**config.mk**
```make
export PLATFORM = sky130hd
export DESIGN_NAME = crvs_ctrl
export DESIGN_NICKNAME = d
export VERILOG_FILES = /design/src/rtl/core/crvs_pkg.sv /design/src/rtl/core/crvs_cmp.sv /design/src/rtl/core/crvs_ctrl.sv
export SDC_FILE = /design/constraint.sdc
export NUM_CORES = 1
export LEC_CHECK = 0
export BUFFER_PORTS_ARGS = -buffer_cell sky130_fd_sc_hd__buf_2
export CAP_MARGIN = 5
export CORE_MARGIN = 1
export CORE_UTILIZATION = 51
export DETAILED_ROUTE_END_ITERATION = 12
export PLACE_DENSITY = 0.78
export SLEW_MARGIN = 0
export SYNTH_ARGS = -nofsm -noshare
export SYNTH_HDL_FRONTEND = slang
export SYNTH_SLANG_ARGS = --single-unit
```
**constraint.sdc**
```tcl
create_clock -name clk -period 9.59 [get_ports clk]
set_input_delay 1.918 -clock clk [delete_from_list [all_inputs] [get_ports clk]]
set_output_delay 1.918 -clock clk [all_outputs]
set_load 0.005 [all_outputs]
```
**src/rtl/core/crvs_pkg.sv**
```systemverilog
package crvs_pkg;

	localparam int ELEM_W    = 32;
	localparam int DIM_W     = 5;
	localparam int CFG_IDX_W = 4;

	localparam logic [CFG_IDX_W-1:0] REG_NUM_ROWS = CFG_IDX_W'(0);
	localparam logic [CFG_IDX_W-1:0] REG_NUM_COLS = CFG_IDX_W'(1);

	localparam logic [DIM_W-1:0] DIM_RESET = DIM_W'(16);

	typedef enum logic [7:0] {
		ST_IDLE     = 8'b0000_0001,
		ST_CAND_RD  = 8'b0000_0010,
		ST_CAND_CHK = 8'b0000_0100,
		ST_ROW_RD   = 8'b0000_1000,
		ST_ROW_CMP  = 8'b0001_0000,
		ST_SEL_RD   = 8'b0010_0000,
		ST_SEL_CMP  = 8'b0100_0000,
		ST_SEL_END  = 8'b1000_0000
	} state_t;

	typedef struct packed {
		logic eq;
		logic lt;
		logic gt;
	} cmp_res_t;

endpackage

```
**src/rtl/core/crvs_cmp.sv**
```systemverilog
module crvs_cmp (
	input  logic [crvs_pkg::ELEM_W-1:0] data,
	input  logic [crvs_pkg::ELEM_W-1:0] ref_a,
	input  logic [crvs_pkg::ELEM_W-1:0] ref_b,
	output crvs_pkg::cmp_res_t          res
);
	import crvs_pkg::*;

	// signed compare: eq/lt against ref_a, gt against ref_b
	always_comb begin
		res.eq = (data == ref_a);
		res.lt = ($signed(data) < $signed(ref_a));
		res.gt = ($signed(data) > $signed(ref_b));
	end

endmodule

```
**src/rtl/core/crvs_ctrl.sv**
```systemverilog
module crvs_ctrl #(
	parameter int MAX_COLS = 16,
	parameter int RW       = 4,
	parameter int CW       = 4,
	parameter int AW       = 8
) (
	input  logic                        clk,
	input  logic                        arst_n,
	input  logic [RW-1:0]               last_row,
	input  logic [CW-1:0]               last_col,
	input  logic                        cfg_clr,
	input  logic                        in_valid,
	output logic                        in_ready,
	input  logic [crvs_pkg::ELEM_W-1:0] element,
	output logic                        out_valid,
	input  logic                        out_ready,
	output logic [crvs_pkg::ELEM_W-1:0] common_value,
	output logic                        none_found,
	output logic                        last_of_run,
	output logic                        mem_we,
	output logic                        mem_re,
	output logic [AW-1:0]               mem_addr,
	output logic [crvs_pkg::ELEM_W-1:0] mem_wdata,
	input  logic [crvs_pkg::ELEM_W-1:0] mem_rdata
);
	import crvs_pkg::*;

	state_t            state_q;
	logic [RW-1:0]     r_q;
	logic [CW-1:0]     c_q;
	logic [CW-1:0]     j_q;
	logic [AW-1:0]     rbase_q;
	logic [MAX_COLS-1:0] common_q;
	logic [ELEM_W-1:0] cand_q;
	logic [ELEM_W-1:0] best_q;
	logic [ELEM_W-1:0] bound_q;
	logic [ELEM_W-1:0] pend_q;
	logic              found_q;
	logic              have_bound_q;
	logic              pend_valid_q;
	logic              out_valid_q;
	logic [ELEM_W-1:0] out_value_q;
	logic              out_none_q;
	logic              out_last_q;
	logic [ELEM_W-1:0] ref_a;
	cmp_res_t          cmp;
	logic              push_need;
	logic              out_free;
	logic              sel_hit;

	assign ref_a = (state_q == ST_ROW_CMP) ? cand_q : bound_q;

	crvs_cmp u_cmp (
		.data  (mem_rdata),
		.ref_a (ref_a),
		.ref_b (best_q),
		.res   (cmp)
	);

	assign in_ready     = (state_q == ST_IDLE);
	assign mem_we       = in_valid && in_ready;
	assign mem_wdata    = element;
	assign mem_re       = (state_q == ST_CAND_RD) || (state_q == ST_ROW_RD) ||
	                      (state_q == ST_SEL_RD);
	assign mem_addr     = ((state_q == ST_CAND_RD) || (state_q == ST_SEL_RD)) ?
	                      AW'(j_q) : (rbase_q + AW'(c_q));
	assign out_valid    = out_valid_q;
	assign common_value = out_value_q;
	assign none_found   = out_none_q;
	assign last_of_run  = out_last_q;

	// previous best is held back until the next pass shows whether it was last
	assign push_need = !found_q || pend_valid_q;
	assign out_free  = !out_valid_q || out_ready;
	assign sel_hit   = common_q[j_q] && (!have_bound_q || cmp.lt) && (!found_q || cmp.gt);

	always_ff @(posedge clk or negedge arst_n) begin
		if (!arst_n) begin
			state_q      <= ST_IDLE;
			r_q          <= '0;
			c_q          <= '0;
			j_q          <= '0;
			rbase_q      <= '0;
			common_q     <= '0;
			found_q      <= 1'b0;
			have_bound_q <= 1'b0;
			pend_valid_q <= 1'b0;
			out_valid_q  <= 1'b0;
		end else begin
			if ((state_q == ST_SEL_END) && push_need && out_free) begin
				out_valid_q <= 1'b1;
			end else if (out_ready) begin
				out_valid_q <= 1'b0;
			end
			unique case (state_q)
				ST_IDLE: begin
					if (cfg_clr) begin
						r_q     <= '0;
						c_q     <= '0;
						rbase_q <= '0;
					end else if (in_valid) begin
						if ((r_q == last_row) && (c_q == last_col)) begin
							j_q     <= '0;
							state_q <= ST_CAND_RD;
						end else if (c_q == last_col) begin
							c_q     <= '0;
							r_q     <= r_q + RW'(1);
							rbase_q <= rbase_q + AW'(MAX_COLS);
						end else begin
							c_q <= c_q + CW'(1);
						end
					end
				end
				ST_CAND_RD: begin
					state_q <= ST_CAND_CHK;
				end
				ST_CAND_CHK: begin
					cand_q <= mem_rdata;
					if (last_row == '0) begin
						common_q[j_q] <= 1'b1;
						if (j_q == last_col) begin
							j_q          <= '0;
							found_q      <= 1'b0;
							have_bound_q <= 1'b0;
							pend_valid_q <= 1'b0;
							state_q      <= ST_SEL_RD;
						end else begin
							j_q     <= j_q + CW'(1);
							state_q <= ST_CAND_RD;
						end
					end else begin
						r_q     <= RW'(1);
						rbase_q <= AW'(MAX_COLS);
						c_q     <= '0;
						state_q <= ST_ROW_RD;
					end
				end
				ST_ROW_RD: begin
					state_q <= ST_ROW_CMP;
				end
				ST_ROW_CMP: begin
					if (cmp.eq && (r_q != last_row)) begin
						r_q     <= r_q + RW'(1);
						rbase_q <= rbase_q + AW'(MAX_COLS);
						c_q     <= '0;
						state_q <= ST_ROW_RD;
					end else if (!cmp.eq && (c_q != last_col)) begin
						c_q     <= c_q + CW'(1);
						state_q <= ST_ROW_RD;
					end else begin
						// candidate settled: hit in last row, or row exhausted
						common_q[j_q] <= cmp.eq;
						if (j_q == last_col) begin
							j_q          <= '0;
							found_q      <= 1'b0;
							have_bound_q <= 1'b0;
							pend_valid_q <= 1'b0;
							state_q      <= ST_SEL_RD;
						end else begin
							j_q     <= j_q + CW'(1);
							state_q <= ST_CAND_RD;
						end
					end
				end
				ST_SEL_RD: begin
					state_q <= ST_SEL_CMP;
				end
				ST_SEL_CMP: begin
					if (sel_hit) begin
						found_q <= 1'b1;
						best_q  <= mem_rdata;
					end
					if (j_q == last_col) begin
						state_q <= ST_SEL_END;
					end else begin
						j_q     <= j_q + CW'(1);
						state_q <= ST_SEL_RD;
					end
				end
				ST_SEL_END: begin
					if (!push_need || out_free) begin
						if (push_need) begin
							out_value_q <= pend_valid_q ? pend_q : '0;
							out_none_q  <= !pend_valid_q;
							out_last_q  <= !found_q;
						end
						if (found_q) begin
							pend_q       <= best_q;
							pend_valid_q <= 1'b1;
							bound_q      <= best_q;
							have_bound_q <= 1'b1;
							found_q      <= 1'b0;
							j_q          <= '0;
							state_q      <= ST_SEL_RD;
						end else begin
							pend_valid_q <= 1'b0;
							r_q          <= '0;
							c_q          <= '0;
							rbase_q      <= '0;
							state_q      <= ST_IDLE;
						end
					end
				end
				default: begin
					state_q <= ST_IDLE;
				end
			endcase
		end
	end

endmodule

```
==> flow_summary.yaml <==
yosys:
  async_reset_ff_frac: 0.2529
  yosysTopAreaCellShare: 0.4304
  synth.area.top_cells: "edfxtp_1 43%, dfrtp_1 12%, ha_1 9.8%, mux2i_1 3.8%, buf_4 2.7%"
  yosysWarningCount: 0
  yosysSeqAreaShare: 0.5519
  ys_types: 67
  synth_top_area_cell: "edfxtp_1"
  ys_ff_latch: 174
  synth_fp_nets: 862
  syn_area_per_cell_um2: 12.70
  synth_top_flop_cell: "edfxtp_1"
  netlist_instances: 714
  yosys-top-cells-count: "130 x edfxtp_1, 71 x ha_1, 56 x nand2_1"
  yosysMostFrequentCell: "edfxtp_1"
  synth_enable_flop_cells: 130
  syn_area_um2: 9070
hold_path:
  hp-class: "register to register"
  hold_depth: 0
  whs_endpoint: "pend_q[7]"
  hp-start: "best_q[7]"
setup_path:
  reg2reg_from: "state_q[6]"
  r2r_cells: 12
  timing.rr.end: "best_q[1]"
  cp.required_ns: 9.70
  crit_type: "register to register"
  r2r_slack_ns: 4.41
  crit_path_end_kind: "register"
  worstPathArrival_ns: 5.28
  worstSetupStartpointType: "register"
  worstPathMaxFanout: 34
timing:
  slew_viol_final: 0
  tns_ns: 0
  worst_pin_slew_ns: 1.014
  hold_viol: 0
  max_slew_margin: 0.3237
  period_share: 0.5397
  fin_crit_ns: 5.176
  final-setup-viol-count: 0
  skew_ns: 0.009097
  fmax_ghz: 0.1932
  rsz0062_at_grt: "no"
power_and_ir_drop:
  powerDensity_nw_per_um2: 180.6
  vdd_drop_max_mv: 0.1267
  p_leak_nw: 4.354
drt:
  wire_per_inst_um: 18.03
  via_count: 5700
  ant_nets: 0
  viasPerCell: 5.583
  dr.pass1.iters: 5
  route.detailed.drc: 0
  drt_iter0_drc: 347
  routed_wl_mm: 18.41
status:
  status: "complete, no violations"
place:
  place_hpwl_mm: 13.32
  gp_congestion: 0.8334
  portBuffers: 90
clock_network:
  clk_pin_slew_ns: 0.07
  cts-root-buf: "clkbuf_16"
  hold_buffers: 0
  cts_resized: 0
  clockBufferDepth: 2
  cts_setup_buffers: 0
  cts_max_level: 4
  cts_tree: "built"
  cts.sinks: 174
  clock_latency_ns: 0.43
  cts_buffers: 17
die:
  coreArea_um2: 17360
  num_rows: 48
  die_area_um2: 18320
  die_w_um: 135.4
  start_util: 0.5226
  boundaryPins: 155
  fp.dieH_um: 135.4
finish:
  synthToLayoutAreaGrowth_pct: 12.14
  fin_util: 0.5860
  num-fill-cells: 1366
  finalNetCount: 932
  drive_above_1_share: 0.2138
global_route:
  grt_overflow: 0
  grt_pass1_vias: 5633
  grt_pass1_wl_mm: 29.64
  grt_max_degree: 47
  grt_usage: 0.2162
  antenna_found_initial: 1
job:
  cap_violations: 0
-- logic make-up (layout without fill, tap and decap cells) --
group / after synthesis / count (layout) / share of synthesized area
buf+inv: 95 / 176 / 0.05325
fa+ha+maj: 71 / 71 / 0.09794
xor+xnor: 15 / 15 / 0.01449
flops: 174 / 174 / 0.5519
other cells: 0 / 1 / 0
simple gates: 207 / 207 / 0.1356
compound gates: 95 / 95 / 0.07036
mux: 57 / 57 / 0.07642
-- worst max-delay path: stages, from the launching register on --
cell and delay (ns):
dfrtp_1 0.46, nor4_4 0.46, nand4b_1 0.16, buf_4 0.36, mux2i_1 0.20, ha_1 0.33, nand4_1 0.20, nor4_1 0.66
o41ai_1 0.27, a41o_1 0.29, a311o_1 0.38, a211oi_4 0.63, buf_4 0.43
-- state kept, by name (all words and copies together), names as in the netlist --
register,flops
out_valid,1
last_of_run,1
have_bound_q,1
pend_valid_q,1
state_q,8
j_q,4
found_q,1
rbase_q,4
c_q,4
none_found,1
cand_q,32
r_q,4
best_q,32
common_value,32
pend_q,32
common_q,16
-- routing by layer --
metal,track usage,part of all wire,vias up,routed length (um)
met5,0,0,-,0
met4,0.09488,0.028,0,512
met3,0.03404,0.041,59,755
met2,0.3501,0.48,153,8915
met1,0.2881,0.45,2742,8223
li1,-,-,2746,-
-- how the worst max path moves through the flow --
stage	from	slack, ns	end
after floorplan	mem_rdata[15]	3.11	best_q[0]
after global placement	mem_rdata[19]	4.28	best_q[10]
after detailed placement	mem_rdata[19]	4.05	best_q[1]
after CTS	state_q[6]	4.45	best_q[2]
after global routing	state_q[6]	4.02	best_q[12]
final	state_q[6]	4.41	best_q[1]
-- final cells by class --
type                       instances  area, um2  area share
antenna                            1      2.502   0.0002460
clock buffer                      18      429.2     0.04219
clock inverter                    12      160.2     0.01575
inverter                          49      183.9     0.01808
multi-input combinational        445       3605      0.3544
sequential                       174       5006      0.4922
tap                              225      281.5     0.02768
timing repair buffer              97      503.0     0.04945
-- power breakdown --
part | switching [W] | internal [W]
registers | 0.0000402 | 0.000839
logic | 0.000139 | 0.000116
clock network | 0.000292 | 0.000410
-- placed cells by master (no fill, tap or decap), drive strengths merged, types with 2 or more instances in the layout --
| cell type | instances |
|---|---|
| nand2 | 57 |
| o2bb2ai | 2 |
| inv | 53 |
| xor2 | 3 |
| mux2i | 34 |
| nor3 | 12 |
| xnor2 | 12 |
| a211oi | 8 |
| dfrtp | 43 |
| nand2b | 10 |
| edfxtp | 130 |
| and4b | 4 |
| nand3b | 3 |
| or3 | 5 |
| ha | 71 |
| nand4b | 3 |
| a22oi | 2 |
| o22ai | 2 |
| a21oi | 30 |
| nand3 | 11 |
| a21o | 4 |
| mux4 | 5 |
| nor2b | 3 |
| nor2 | 24 |
| nor4 | 8 |
| clkinv | 3 |
| a31oi | 7 |
| and2 | 38 |
| clkinvlp | 2 |
| o21ai | 27 |
| or4 | 4 |
| clkbuf | 18 |
| nand4 | 20 |
| o211ai | 2 |
| buf | 97 |
| mux2 | 18 |
| bufinv | 3 |
-- per-stage QoR --
stage / instance area, um2 / instances / worst slack [ns] / hold slack, ns / total power [W]
after floorplan: 9070 / 714 / 3.106 / 0.4264 / 0.001077
after global placement: 9579 / 990 / 4.281 / 0.4302 / 0.001140
after detailed placement: 9579 / 990 / 4.047 / 0.4330 / 0.001149
after CTS: 10170 / 1020 / 4.453 / 0.4488 / 0.001848
after global routing: 10170 / 1021 / 4.024 / 0.4568 / 0.001911
final: 10170 / 1021 / 4.414 / 0.4480 / 0.001837
(Power assumes the default switching activity.)
